$ cat config.mk
export PLATFORM = sky130hd
export DESIGN_NAME = second_chance_page_replacer_top
export DESIGN_NICKNAME = d
export VERILOG_FILES = /design/src/hw/rtl/scpr_pkg.sv /design/src/hw/rtl/scpr_regs.sv /design/src/hw/rtl/scpr_ctrl.sv /design/src/hw/rtl/scpr_dpath.sv /design/src/hw/rtl/second_chance_page_replacer_top.sv
export SDC_FILE = /design/constraint.sdc
export NUM_CORES = 1
export LEC_CHECK = 0
export BUFFER_PORTS_ARGS = -buffer_cell sky130_fd_sc_hd__buf_2
export CAP_MARGIN = 10
export CORE_MARGIN = 10
export CORE_UTILIZATION = 54
export DETAILED_ROUTE_END_ITERATION = 8
export PLACE_DENSITY_LB_ADDON = 0.1
export SYNTH_ARGS = -nofsm -noshare
export SYNTH_HDL_FRONTEND = slang
export SYNTH_SLANG_ARGS = --single-unit
$ cat constraint.sdc
create_clock -name i_clk -period 4.16 [get_ports i_clk]
set_input_delay 0.624 -clock i_clk [delete_from_list [all_inputs] [get_ports i_clk]]
set_output_delay 0.624 -clock i_clk [all_outputs]
set_load 0.02 [all_outputs]
$ cat src/hw/rtl/scpr_pkg.sv
package scpr_pkg;

    localparam int MAX_FRAMES_DEF = 16;
    localparam int PAGE_BITS_DEF  = 16;

    localparam int PAGE_NUM_W  = 16;
    localparam int FRAME_IDX_W = 4;
    localparam int CFG_FIU_W   = 5;
    localparam int COUNT_W     = 32;
    localparam int APB_DATA_W  = 32;
    localparam int APB_ADDR_W  = 3;

    // Register word index as decoded from paddr.
    localparam logic REG_FRAMES_IN_USE = 1'b0;

    typedef enum logic [1:0] {
        ST_IDLE,
        ST_LOOKUP,
        ST_SWEEP
    } t_state;

    typedef struct packed {
        logic load_page;
        logic hit_update;
        logic start_sweep;
        logic clear_advance;
        logic place;
    } t_ctrl_cmd;

    typedef struct packed {
        logic found;
        logic ref_at_hand;
    } t_dp_status;

    // Width of the frames_in_use register: the written field, or wide enough
    // to hold the reset value of the built frame count.
    function automatic int fiu_width(input int max_frames);
        int w;
        w = $clog2(max_frames + 1);
        return (w > CFG_FIU_W) ? w : CFG_FIU_W;
    endfunction

endpackage

$ cat src/hw/rtl/scpr_regs.sv
module scpr_regs #(
    parameter int MAX_FRAMES = scpr_pkg::MAX_FRAMES_DEF
) (
    input  logic                                         i_clk,
    input  logic                                         i_rst_n,
    input  logic                                         psel,
    input  logic                                         penable,
    input  logic                                         pwrite,
    input  logic [scpr_pkg::APB_ADDR_W-1:0]              paddr,
    input  logic [scpr_pkg::APB_DATA_W-1:0]              pwdata,
    output logic [scpr_pkg::APB_DATA_W-1:0]              prdata,
    output logic                                         pready,
    output logic [scpr_pkg::fiu_width(MAX_FRAMES)-1:0]   o_frames_in_use
);

    localparam int FIU_W = scpr_pkg::fiu_width(MAX_FRAMES);

    logic [FIU_W-1:0] r_frames_in_use;
    logic             w_sel_fiu;

    assign w_sel_fiu = (paddr[2] == scpr_pkg::REG_FRAMES_IN_USE);
    assign pready    = 1'b1;

    always_ff @(posedge i_clk) begin
        if (!i_rst_n) begin
            r_frames_in_use <= FIU_W'(MAX_FRAMES);
        end else if (psel && penable && pwrite && pready && w_sel_fiu) begin
            r_frames_in_use <= FIU_W'(pwdata[scpr_pkg::CFG_FIU_W-1:0]);
        end
    end

    always_comb begin
        prdata = '0;
        if (w_sel_fiu) begin
            prdata = scpr_pkg::APB_DATA_W'(r_frames_in_use);
        end
    end

    assign o_frames_in_use = r_frames_in_use;

endmodule

$ cat src/hw/rtl/scpr_ctrl.sv
module scpr_ctrl (
    input  logic                 i_clk,
    input  logic                 i_rst_n,
    input  logic                 i_start,
    input  scpr_pkg::t_dp_status i_status,
    output scpr_pkg::t_ctrl_cmd  o_cmd,
    output logic                 o_busy
);

    scpr_pkg::t_state r_state;
    scpr_pkg::t_state n_state;

    always_ff @(posedge i_clk) begin
        if (!i_rst_n) begin
            r_state <= scpr_pkg::ST_IDLE;
        end else begin
            r_state <= n_state;
        end
    end

    always_comb begin
        n_state = r_state;
        unique case (r_state)
            scpr_pkg::ST_IDLE: begin
                if (i_start) begin
                    n_state = scpr_pkg::ST_LOOKUP;
                end
            end
            scpr_pkg::ST_LOOKUP: begin
                n_state = i_status.found ? scpr_pkg::ST_IDLE : scpr_pkg::ST_SWEEP;
            end
            scpr_pkg::ST_SWEEP: begin
                if (!i_status.ref_at_hand) begin
                    n_state = scpr_pkg::ST_IDLE;
                end
            end
            default: n_state = scpr_pkg::ST_IDLE;
        endcase
    end

    always_comb begin
        o_cmd  = '0;
        o_busy = 1'b1;
        unique case (r_state)
            scpr_pkg::ST_IDLE: begin
                o_busy          = 1'b0;
                o_cmd.load_page = i_start;
            end
            scpr_pkg::ST_LOOKUP: begin
                o_cmd.hit_update  = i_status.found;
                o_cmd.start_sweep = !i_status.found;
            end
            scpr_pkg::ST_SWEEP: begin
                // A set bit buys the frame another pass; a clear one takes the page.
                o_cmd.clear_advance = i_status.ref_at_hand;
                o_cmd.place         = !i_status.ref_at_hand;
            end
            default: o_busy = 1'b1;
        endcase
    end

endmodule

$ cat src/hw/rtl/scpr_dpath.sv
module scpr_dpath #(
    parameter int MAX_FRAMES = scpr_pkg::MAX_FRAMES_DEF,
    parameter int PAGE_BITS  = scpr_pkg::PAGE_BITS_DEF
) (
    input  logic                                       i_clk,
    input  logic                                       i_rst_n,
    input  logic [scpr_pkg::fiu_width(MAX_FRAMES)-1:0] i_frames_in_use,
    input  logic [scpr_pkg::PAGE_NUM_W-1:0]            i_page_number,
    input  scpr_pkg::t_ctrl_cmd                        i_cmd,
    output scpr_pkg::t_dp_status                       o_status,
    output logic                                       o_done,
    output logic                                       o_hit,
    output logic [scpr_pkg::FRAME_IDX_W-1:0]           o_frame_index,
    output logic                                       o_evicted_valid,
    output logic [scpr_pkg::PAGE_NUM_W-1:0]            o_evicted_page,
    output logic [scpr_pkg::COUNT_W-1:0]               o_miss_count,
    output logic [scpr_pkg::COUNT_W-1:0]               o_hit_count
);

    localparam int FIU_W = scpr_pkg::fiu_width(MAX_FRAMES);
    localparam int CW    = $clog2(MAX_FRAMES + 1);
    localparam int FW    = (MAX_FRAMES > 1) ? $clog2(MAX_FRAMES) : 1;
    localparam int SW    = (PAGE_BITS < scpr_pkg::PAGE_NUM_W) ? PAGE_BITS
                                                               : scpr_pkg::PAGE_NUM_W;

    logic [SW-1:0]               r_resident [MAX_FRAMES];
    logic [MAX_FRAMES-1:0]       r_valid;
    logic [MAX_FRAMES-1:0]       r_ref;
    logic [FW-1:0]               r_hand;
    logic [SW-1:0]               r_page;
    logic [scpr_pkg::COUNT_W-1:0] r_misses;
    logic [scpr_pkg::COUNT_W-1:0] r_hits;

    logic                               r_done;
    logic                               r_hit;
    logic [scpr_pkg::FRAME_IDX_W-1:0]   r_frame;
    logic                               r_ev_valid;
    logic [scpr_pkg::PAGE_NUM_W-1:0]    r_ev_page;

    logic [CW-1:0]         w_count;
    logic [MAX_FRAMES-1:0] w_match;
    logic [FW-1:0]         w_hit_idx;
    logic [FW-1:0]         w_hand_next;
    logic [FW-1:0]         w_hand_start;

    // Zero frames counts as one; anything above the built count saturates.
    always_comb begin
        priority if (i_frames_in_use == '0) begin
            w_count = CW'(1);
        end else if (FIU_W'(MAX_FRAMES) < i_frames_in_use) begin
            w_count = CW'(MAX_FRAMES);
        end else begin
            w_count = CW'(i_frames_in_use);
        end
    end

    always_comb begin
        for (int i = 0; i < MAX_FRAMES; i++) begin
            w_match[i] = r_valid[i] && (r_resident[i] == r_page) && (i < int'(w_count));
        end
    end

    // Several frames can match only after the frame count changed; the lowest wins.
    always_comb begin
        w_hit_idx = '0;
        for (int i = MAX_FRAMES - 1; i >= 0; i--) begin
            if (w_match[i]) begin
                w_hit_idx = FW'(i);
            end
        end
    end

    assign w_hand_next  = ((CW'(r_hand) + CW'(1)) >= w_count) ? '0 : FW'(CW'(r_hand) + CW'(1));
    assign w_hand_start = (CW'(r_hand) < w_count) ? r_hand : '0;

    assign o_status.found       = |w_match;
    assign o_status.ref_at_hand = r_ref[r_hand];

    always_ff @(posedge i_clk) begin
        if (!i_rst_n) begin
            r_valid  <= '0;
            r_ref    <= '0;
            r_hand   <= '0;
            r_misses <= '0;
            r_hits   <= '0;
            r_done   <= 1'b0;
        end else begin
            r_done <= i_cmd.hit_update || i_cmd.place;
            if (i_cmd.hit_update) begin
                r_ref  <= r_ref | w_match;
                r_hits <= (r_hits == '1) ? r_hits : r_hits + 1'b1;
            end
            if (i_cmd.start_sweep) begin
                r_hand <= w_hand_start;
            end
            if (i_cmd.clear_advance) begin
                r_ref[r_hand] <= 1'b0;
                r_hand        <= w_hand_next;
            end
            if (i_cmd.place) begin
                r_valid[r_hand] <= 1'b1;
                r_ref[r_hand]   <= 1'b0;
                r_hand          <= w_hand_next;
                r_misses        <= (r_misses == '1) ? r_misses : r_misses + 1'b1;
            end
        end
    end

    always_ff @(posedge i_clk) begin
        if (i_cmd.load_page) begin
            r_page <= i_page_number[SW-1:0];
        end
        if (i_cmd.place) begin
            r_resident[r_hand] <= r_page;
        end
        if (i_cmd.hit_update) begin
            r_hit      <= 1'b1;
            r_frame    <= scpr_pkg::FRAME_IDX_W'(w_hit_idx);
            r_ev_valid <= 1'b0;
            r_ev_page  <= '0;
        end
        if (i_cmd.place) begin
            r_hit      <= 1'b0;
            r_frame    <= scpr_pkg::FRAME_IDX_W'(r_hand);
            r_ev_valid <= r_valid[r_hand];
            r_ev_page  <= r_valid[r_hand] ? scpr_pkg::PAGE_NUM_W'(r_resident[r_hand]) : '0;
        end
    end

    assign o_done          = r_done;
    assign o_hit           = r_hit;
    assign o_frame_index   = r_frame;
    assign o_evicted_valid = r_ev_valid;
    assign o_evicted_page  = r_ev_page;
    assign o_miss_count    = r_misses;
    assign o_hit_count     = r_hits;

endmodule

$ cat src/hw/rtl/second_chance_page_replacer_top.sv
// Second-chance (clock) page replacement unit.
// Issue one page reference by raising i_start with i_page_number while o_busy
// is low; the item is taken at that clock edge and o_busy rises.
// In the LOOKUP state that follows, the parallel tag compare decides hit or
// miss. A hit sets the reference bit of the matching frame and the result
// follows at once on the o_done strobe. A miss walks the clock hand one
// frame per cycle, clearing set reference bits, until a frame with a clear
// bit takes the page.
// o_busy falls in the cycle of the o_done strobe, so a new item can be issued
// there. Results appear for exactly one cycle on o_done and cannot be held off.
// The APB port holds frames_in_use at byte address 0; write it only while idle.
// Reset (synchronous, active low) empties every frame, clears all reference
// bits, the hand and both counters, and sets frames_in_use to the built count.
module second_chance_page_replacer_top #(
    parameter int MAX_FRAMES = scpr_pkg::MAX_FRAMES_DEF,
    parameter int PAGE_BITS  = scpr_pkg::PAGE_BITS_DEF
) (
    input  logic                               i_clk,
    input  logic                               i_rst_n,
    input  logic                               i_start,
    output logic                               o_busy,
    input  logic [scpr_pkg::PAGE_NUM_W-1:0]    i_page_number,
    output logic                               o_done,
    output logic                               o_hit,
    output logic [scpr_pkg::FRAME_IDX_W-1:0]   o_frame_index,
    output logic                               o_evicted_valid,
    output logic [scpr_pkg::PAGE_NUM_W-1:0]    o_evicted_page,
    output logic [scpr_pkg::COUNT_W-1:0]       o_miss_count,
    output logic [scpr_pkg::COUNT_W-1:0]       o_hit_count,
    input  logic                               psel,
    input  logic                               penable,
    input  logic                               pwrite,
    input  logic [scpr_pkg::APB_ADDR_W-1:0]    paddr,
    input  logic [scpr_pkg::APB_DATA_W-1:0]    pwdata,
    output logic [scpr_pkg::APB_DATA_W-1:0]    prdata,
    output logic                               pready
);

    localparam int FIU_W = scpr_pkg::fiu_width(MAX_FRAMES);

    logic [FIU_W-1:0]     w_frames_in_use;
    scpr_pkg::t_ctrl_cmd  w_cmd;
    scpr_pkg::t_dp_status w_status;

    scpr_regs #(
        .MAX_FRAMES(MAX_FRAMES)
    ) u_regs (
        .i_clk          (i_clk),
        .i_rst_n        (i_rst_n),
        .psel           (psel),
        .penable        (penable),
        .pwrite         (pwrite),
        .paddr          (paddr),
        .pwdata         (pwdata),
        .prdata         (prdata),
        .pready         (pready),
        .o_frames_in_use(w_frames_in_use)
    );

    scpr_ctrl u_ctrl (
        .i_clk   (i_clk),
        .i_rst_n (i_rst_n),
        .i_start (i_start),
        .i_status(w_status),
        .o_cmd   (w_cmd),
        .o_busy  (o_busy)
    );

    scpr_dpath #(
        .MAX_FRAMES(MAX_FRAMES),
        .PAGE_BITS (PAGE_BITS)
    ) u_dpath (
        .i_clk          (i_clk),
        .i_rst_n        (i_rst_n),
        .i_frames_in_use(w_frames_in_use),
        .i_page_number  (i_page_number),
        .i_cmd          (w_cmd),
        .o_status       (w_status),
        .o_done         (o_done),
        .o_hit          (o_hit),
        .o_frame_index  (o_frame_index),
        .o_evicted_valid(o_evicted_valid),
        .o_evicted_page (o_evicted_page),
        .o_miss_count   (o_miss_count),
        .o_hit_count    (o_hit_count)
    );

endmodule
==> key figures, run 1 <==
Critical path
  – CP Launch Type: flip-flop
  – RR Startpoint: u_dpath.r_page[12]$_DFFE_PP_
  – R2R Path End: u_dpath.o_evicted_page[8]$_SDFFCE_PN0P_
  – CP required: 4.35 ns
  – CP Capture Type: flip-flop
  – R2r setup slk: 0.38 ns
  – CP max FO: 22
  – WS Path Type: flip-flop to flip-flop
  – Worst reg-to-reg path cell count: 9
  – CP arrival: approximately 4.0 ns

Clocking
  – Hold bufs inserted after CTS: 0
  – Num Clock Sinks: 406
  – CTS tree: done
  – CTS resizes: 0
  – CTS H-tree lvls: 2
  – TritonCTS Buffers: between 40 and 50
  – Deepest clock path buffer count: 3
  – Post-CTS setup repair buffer count: 0
  – CTS root buffer: clkbuf_16
  – Clock insertion delay at the later pin of the skew report: ~0.58 ns
  – Worst-path clk slew: 0.06 ns

Global route
  – Vias in the first global route: 13,860
  – Final global-route overflow total: 0
  – GR Util All Layers: 0.2569
  – Initial antenna violation count: 0
  – Largest net degree at the start of global routing: 65
  – First-pass GRT wire length: between 90,000 and 100,000 µm

Die
  – Std cell rows: 71
  – Total core area: between 30,000 and 40,000 µm²
  – I/O pin cnt: 178
  – Initial Utilization: 0.5459
  – Die ar.: about 46,000 µm²
  – Chip width: 214.9 µm
  – Die Span Y: 214.9 µm

STA
  – Final setup vio count: 0
  – Setup tns final: 0 ns
  – Final hold violation count: 0
  – Tcrit/Tclk final: 0.9090
  – Max-slew violations: 0
  – Actual slew at the worst max-slew pin: 1.179 ns
  – Peak Freq: 264.5 MHz
  – RSZ-0062 raised after global routing: no
  – Worst Skew: 0.02646 ns
  – Hold WS: 0.2384 ns
  – Relative slew slack: 0.2126
  – Post-route minimum period: 3.781 ns

Synth
  – Top cell type's share of synthesized area: 0.4289
  – Yosys top cell by area: edfxtp_1
  – Synthesized area: 20,510 µm²
  – Seq cells post-synth: approximately 400
  – Area contributors post-synth: edfxtp_1 (43%), dfxtp_1 (11%), mux4_2 (9.9%)
  – Syn. warnings: 0
  – Synthesized area per cell: roughly 12 µm²
  – Yosys cell types: 60
  – Top_reg_cell synth: edfxtp_1
  – Share of async-settable or async-resettable flops after synthesis: 0
  – Gate Count Post-Synth: 1,647
  – Sequential area share after synthesis: 0.5392
  – Post-synth EDFFs: 293

Routing
  – WL met3: 5819 µm
  – M1 wire length: 25,840 µm
  – Total wire length: a little over 60,000 µm
  – Length of routed met2 wiring: ~27,000 µm
  – Uppermost routed layer: met4
  – Via count: 14,310
  – First DRT Iteration DRCs: roughly 1,600
  – Average wire per standard cell: 25.89 µm
  – Drc violations: 0
  – Antenna-violating nets left: 0
  – Pre-antenna DRT Iters: 8
  – Vias per inst: roughly 6.1

Finish
  – Fill cells: 3,003
  – Fraction of layout cells with a size suffix above 1: 0.2037
  – Area Growth Syn to Fin: 13.38%
  – Layout net count: ~1,900
  – Ant diodes: 0

Flow run
  – Max cap viols: 0

Pwr
  – Total power: 0.008607 W
  – Cell Pwr Density: about 370 nW/µm²
  – Static Leak: 7.982 nW
  – Worst IR drop on VDD: 0.3464 mV

Min path
  – Hold path start: i_page_number[11]
  – Hold path cells: 1
  – Hold Path Class: input port to flip-flop
  – Hold Path Sink: u_dpath.r_page[11]$_DFFE_PP_

Outcome
  – Status: finished, final reports clean

Placed design
  – Detail Placement HPWL: around 44,000 µm
  – Port bufs: 120
  – Final GP Congestion: roughly 0.96
report_power, final:
group	leakage (nW)	internal (W)	switching (W)	total [W]
Combinational	3.79	0.000206	0.000383	0.000589
Sequential	3.56	0.00436	0.0000469	0.00441
Clock	0.641	0.00203	0.00158	0.00361
Total	7.98	0.00660	0.00201	0.00861
worst max-delay path: stages, from the launching register on:
cell and delay [ns]:
edfxtp_1 0.86, buf_4 0.32, xnor2_1 0.18, nor4bb_1 0.26, nand3_1 0.12, nor4bb_1 0.35, buf_4 0.21, or4_1 0.18
nor4_4 0.07, o21ai_2 0.82
through the flow:
stage / worst slack, ns / cells / utilization / area (µm²)
5_1_grt: 0.1265 / 2342 / 0.6190 / 23260
2_1_floorplan: 0.4750 / 1673 / - / 20610
6_report: 0.3787 / 2342 / 0.6190 / 23260
3_5_place_dp: 0.3889 / 2263 / 0.5845 / 21960
4_1_cts: 0.3814 / 2342 / 0.6190 / 23260
3_3_place_gp: 0.5488 / 2263 / 0.5845 / 21960
cell type report:
cell class	count	area, µm²	share of cell area
clock buffer	61	1216	0.05229
tap	511	639.4	0.02749
clock inverter	18	78.83	0.003389
timing repair buffer	197	1304	0.05605
inverter	19	71.32	0.003066
sequential	406	11070	0.4758
multi-input combinational	1130	8884	0.3819
sequential cells by signal, summed over array words and instances, names as in the netlist, 2 cells and up, named ones only:
name	cells
u_dpath.o_miss_count	32
u_dpath.o_evicted_page	16
u_dpath.r_page	16
u_dpath.o_frame_index	4
u_dpath.r_valid	16
u_regs.o_frames_in_use	5
u_dpath.r_ref	16
u_dpath.r_hand	4
u_dpath.r_resident	256
u_ctrl.r_state	2
u_dpath.o_hit_count	32
logic make-up (layout without fill, tap and decap cells):
group / Yosys count / in the layout / share of synthesized area
flip-flops: 406 / 406 / 0.5392
AO/OA/AOI/OAI: 136 / 136 / 0.04324
XOR/XNOR: 275 / 275 / 0.1174
adder cells (fa/ha/maj): 15 / 15 / 0.009149
buffers and inverters: 137 / 295 / 0.03354
other: 2 / 28 / 0.0003661
AND/OR/NAND/NOR: 566 / 566 / 0.1485
multiplexers: 110 / 110 / 0.1086
how the worst max path moves through the flow:
stage                                                to  cells after the start                         start
3_3_place_gp    u_dpath.o_evicted_page[1]$_SDFFCE_PN0P_                      9  u_dpath.r_page[12]$_DFFE_PP_
2_1_floorplan   u_dpath.o_evicted_page[0]$_SDFFCE_PN0P_                     10   u_dpath.r_page[8]$_DFFE_PP_
6_report        u_dpath.o_evicted_page[8]$_SDFFCE_PN0P_                      9  u_dpath.r_page[12]$_DFFE_PP_
3_5_place_dp    u_dpath.o_evicted_page[1]$_SDFFCE_PN0P_                      9  u_dpath.r_page[12]$_DFFE_PP_
4_1_cts        u_dpath.o_evicted_page[12]$_SDFFCE_PN0P_                      9  u_dpath.r_page[12]$_DFFE_PP_
5_1_grt        u_dpath.o_evicted_page[12]$_SDFFCE_PN0P_                      9  u_dpath.r_page[12]$_DFFE_PP_
cell usage after synthesis (11+ instances only):
cell      instances
edfxtp_1        293
xor2_1          163
nor2_1          132
dfxtp_1         113
xnor2_1         112
nand2_1          96
mux4_2           90
nor4_1           69
clkbuf_1         44
a21oi_1          41
nand4_1          40
nand3_1          39
o21ai_0          38
buf_4            37
and3_1           30
buf_2            28
nand2b_1         27
or3_1            24
inv_1            19
mux2i_1          19
nor3_1           19
or4_1            17
ha_1             15
nor4b_1          14
and4_1           12
nor2b_1          11
routing by layer:
metal	track usage	vias up
met4	0.1021	0
met5	0	-
li1	-	6416
met2	0.3796	652
met3	0.06685	104
met1	0.3555	7141
placed cells by master, fill, tap and decap left out, types with 17 or more instances in the layout:
| master | netlist | final |
|---|---|---|
| a21oi_1 | 41 | 41 |
| and3_1 | 30 | 30 |
| buf_2 | 28 | 120 |
| buf_4 | 37 | 67 |
| clkbuf_16 | 0 | 45 |
| conb_1 | 2 | 28 |
| dfxtp_1 | 113 | 111 |
| edfxtp_1 | 293 | 293 |
| inv_1 | 19 | 18 |
| mux2i_1 | 19 | 19 |
| mux4_2 | 90 | 90 |
| nand2_1 | 96 | 96 |
| nand2b_1 | 27 | 27 |
| nand3_1 | 39 | 39 |
| nand4_1 | 40 | 40 |
| nor2_1 | 132 | 130 |
| nor3_1 | 19 | 19 |
| nor4_1 | 69 | 69 |
| o21ai_0 | 38 | 37 |
| or3_1 | 24 | 24 |
| or4_1 | 17 | 17 |
| xnor2_1 | 112 | 112 |
| xor2_1 | 163 | 163 |
Note: power is estimated with default switching activity, not from simulation.
==> run 2: changes to the inputs <==
Settings changed: CELL_PAD_IN_SITES_DETAIL_PLACEMENT from default to 1, CELL_PAD_IN_SITES_GLOBAL_PLACEMENT from default to 1, CORE_UTILIZATION 54 to 44.
==> run 2 against run 1 <==
  * Sequential cell count did not move
  * Hold slack worse by 0.037 ns
  * Clock skew decreased by 0.0044 ns
  * Non-clock buffer count down 9
  * Utilization decreased by 11 points
  * Die area is 21% higher
  * Sequential share of layout area shrank 0.51 points
  * Count of clock-buffer cells in the layout shrank 4
  * Critical path type unchanged
==> key figures, run 2 (synthesized netlist as in run 1, its figures left out) <==
Pwr
  – Combinational power share: 0.062 (-0.006)
  – Sw frac: 0.2307 (-0.002570)
  – Total power: 0.009192 W (+6.8%)
  – Switching power: 0.002120 W (+5.6%)
  – Share of power burned in the clock network: 0.457 (+0.038)
  – Pint: 0.007072 W (+7.2%)
  – Static Leak: 8.030 nW (+0.60%)
  – Cell Pwr Density: 391.0 nW/µm² (+5.6%)
  – Worst IR drop on VDD: 0.3400 mV (-1.8%)
  – Reg power frac: 0.480 (-0.032)

Outcome
  – Status: finished, final reports clean

Clocking
  – Post-CTS setup repair buffer count: 0 (unchanged)
  – Hold bufs inserted after CTS: 0 (unchanged)
  – TritonCTS Buffers: 47 (+6.8%)
  – Num Clock Sinks: 406 (unchanged)
  – Worst-path clk slew: 0.06 ns (about the same)
  – CTS tree: done
  – Deepest clock path buffer count: 3 (unchanged)
  – CTS H-tree lvls: 2 (unchanged)
  – CTS root buffer: clkbuf_16
  – CTS resizes: 0 (unchanged)
  – Clock insertion delay at the later pin of the skew report: 0.60 ns (+0.02 ns)

Critical path
  – CP required: 4.45 ns (+0.10 ns)
  – R2R Path End: u_dpath.o_frame_index[1]$_DFFE_PP_
  – CP max FO: 23 (+4.5%)
  – CP startpoint: u_dpath.r_page[4]$_DFFE_PP_
  – R2r setup slk: 0.37 ns (about the same)
  – Worst reg-to-reg path cell count: 9 (unchanged)
  – RR Startpoint: u_dpath.r_page[4]$_DFFE_PP_
  – CP Capture Point: u_dpath.o_frame_index[1]$_DFFE_PP_
  – CP Launch Type: flip-flop
  – Most used cell, CP: nor4_1
  – Cells along the critical path: buf_4 -> xor2_1 -> nor4_1 -> nand3_1 -> nor4_1 -> or2_2 -> nor2_1 -> a2111oi_0 -> o31ai_1
  – CP Capture Type: flip-flop
  – CP arrival: 4.09 ns (+0.12 ns)
  – Slowest Stage Delay on Critical Path: 0.68 ns (-0.18 ns)
  – Slowest stage cell, crit path: a2111oi_0
  – WS Path Type: flip-flop to flip-flop

Global route
  – First-pass GRT wire length: 96,100 µm (+6.6%)
  – Final global-route overflow total: 0 (unchanged)
  – Vias in the first global route: 14,600 (+5.4%)
  – GR Util All Layers: 0.2261 (-0.03084)
  – Initial antenna violation count: 4 (+4)
  – Largest net degree at the start of global routing: 65 (unchanged)

Placed design
  – Detail Placement HPWL: 47,660 µm (+8.1%)
  – Final GP Congestion: 0.9166 (-4.3%)
  – Setup Slack @ Placement: 0.3955 ns (+0.006637 ns)
  – Port bufs: 120 (unchanged)

Min path
  – Hold Path Class: input port to flip-flop

Flow run
  – Max cap viols: 0 (unchanged)

Routing
  – Via count: 14,270 (-0.31%)
  – Average wire per standard cell: 26.47 µm (+2.3%)
  – Total wire length: 64,510 µm (+6.4%)
  – Vias per inst: 5.855 (-4.2%)
  – Antenna-violating nets left: 0 (unchanged)
  – Pre-antenna DRT Iters: 6 (-2)
  – Drc violations: 0 (unchanged)
  – First DRT Iteration DRCs: 1,219 (-23%)

Die
  – Die Span Y: 235.9 µm (+9.8%)
  – I/O pin cnt: 178 (unchanged)
  – Chip width: 235.9 µm (+9.8%)
  – Std cell rows: 79 (+11%)
  – Total core area: 46,360 µm² (+23%)
  – Die ar.: 55,660 µm² (+21%)
  – Initial Utilization: 0.4425 (-0.1034)

Finish
  – Max FFs per register: 256 (unchanged)
  – Layout net count: 1,864 (-0.32%)
  – Reg area: 11,070 µm² (unchanged)
  – Commonest non-fill, non-tap cell in the layout: edfxtp_1
  – Ant diodes: 0 (unchanged)
  – Area Growth Syn to Fin: 14.61%
  – Fraction of layout cells with a size suffix above 1: 0.2060 (+0.002297)
  – Multi-input logic area: 8886 µm² (about the same)
  – Final core utilization: 0.5072 (-0.1118)
  – Fill cells: 4,792 (+60%)
  – Most frequent cells in the layout: edfxtp_1 (293), xor2_1 (163), nor2_1 (130), buf_2 (120), xnor2_1 (112)
  – Biggest register: u_dpath.r_resident

STA
  – Final setup vio count: 0 (unchanged)
  – Worst Skew: 0.02208 ns (-0.004375 ns)
  – Fin worst setup slack: 0.3653 ns (-0.01342 ns)
  – Peak Freq: 263.5 MHz (-0.35%)
  – Max-slew violations: 0 (unchanged)
  – Post-route minimum period: 3.795 ns (+0.01342 ns)
  – Final hold violation count: 0 (unchanged)
  – Relative slew slack: 0.2514 (+0.03883)
  – Setup tns final: 0 ns (unchanged)
  – Actual slew at the worst max-slew pin: 1.121 ns (-0.05817 ns)
  – RSZ-0062 raised after global routing: no
  – Tcrit/Tclk final: 0.9122 (+0.003227)
[run 2: cell types whose count changed in the layout (fill, tap and decap cells not counted), sizes merged]
cell,delta
clkbuf,-4
clkinvlp,+3
clkinv,-1
bufinv,+7
inv,+3
buf,-9
[run 2: how the worst min path moves through the flow]
| stage | slack (ns) | cells after the start | endpoint | start |
|---|---|---|---|---|
| global placement | 0.45 | 2 | u_dpath.o_hit_count[10]$_SDFFE_PN0P_ | u_dpath.o_hit_count[10]$_SDFFE_PN0P_ |
| detailed placement | 0.47 | 2 | u_dpath.r_ref[9]$_SDFF_PN0_ | u_dpath.r_ref[9]$_SDFF_PN0_ |
| finish | 0.20 | 1 | u_dpath.r_page[6]$_DFFE_PP_ | i_page_number[6] |
| floorplan | 0.45 | 2 | u_dpath.r_ref[2]$_SDFF_PN0_ | u_dpath.r_ref[2]$_SDFF_PN0_ |
| global route | 0.18 | 1 | u_dpath.r_page[10]$_DFFE_PP_ | i_page_number[10] |
| CTS | 0.18 | 1 | u_dpath.r_page[10]$_DFFE_PP_ | i_page_number[10] |
[run 2: cell type report]
class | instances | area share
clock buffer | 57 | 0.05162
tap | 607 | 0.03230
timing repair buffer | 188 | 0.05045
sequential | 406 | 0.4707
clock inverter | 30 | 0.01400
inverter | 19 | 0.003033
multi-input combinational | 1130 | 0.3779
[run 2: metrics by stage]
step	hold WS (ns)	std cells	cell area (µm²)
3_3_place_gp	0.4534	2350	21970
6_report	0.2015	2437	23510
4_1_cts	0.1758	2437	23510
2_1_floorplan	0.4462	1673	20610
5_1_grt	0.1797	2437	23510
3_5_place_dp	0.4701	2350	21970
[run 2: power by group through the flow]
stage	combinational (W)	clock (W)	sequential, W
3_5_place_dp	0.000569	0	0.00450
6_report	0.000574	0.00420	0.00441
4_1_cts	0.000574	0.00428	0.00441
2_1_floorplan	0.000390	0	0.00449
3_3_place_gp	0.000560	0	0.00450
5_1_grt	0.000614	0.00445	0.00442
[run 2: layer usage]
metal,global-route usage,up-vias,routed length (µm)
met2,0.3838,412,31990
met4,0.07187,0,1862
met3,0.04056,101,3594
li1,-,6392,-
met5,0,-,0
met1,0.2873,7364,27060
[run 2: worst max-delay path: cells and delay by family (launching register included)]
family	cells	cell delay, ns
XOR/XNOR	1	0.13
AO/OA/AOI/OAI	2	0.88
flip-flops	1	0.63
AND/OR/NAND/NOR	5	1.45
buffers and inverters	1	0.38
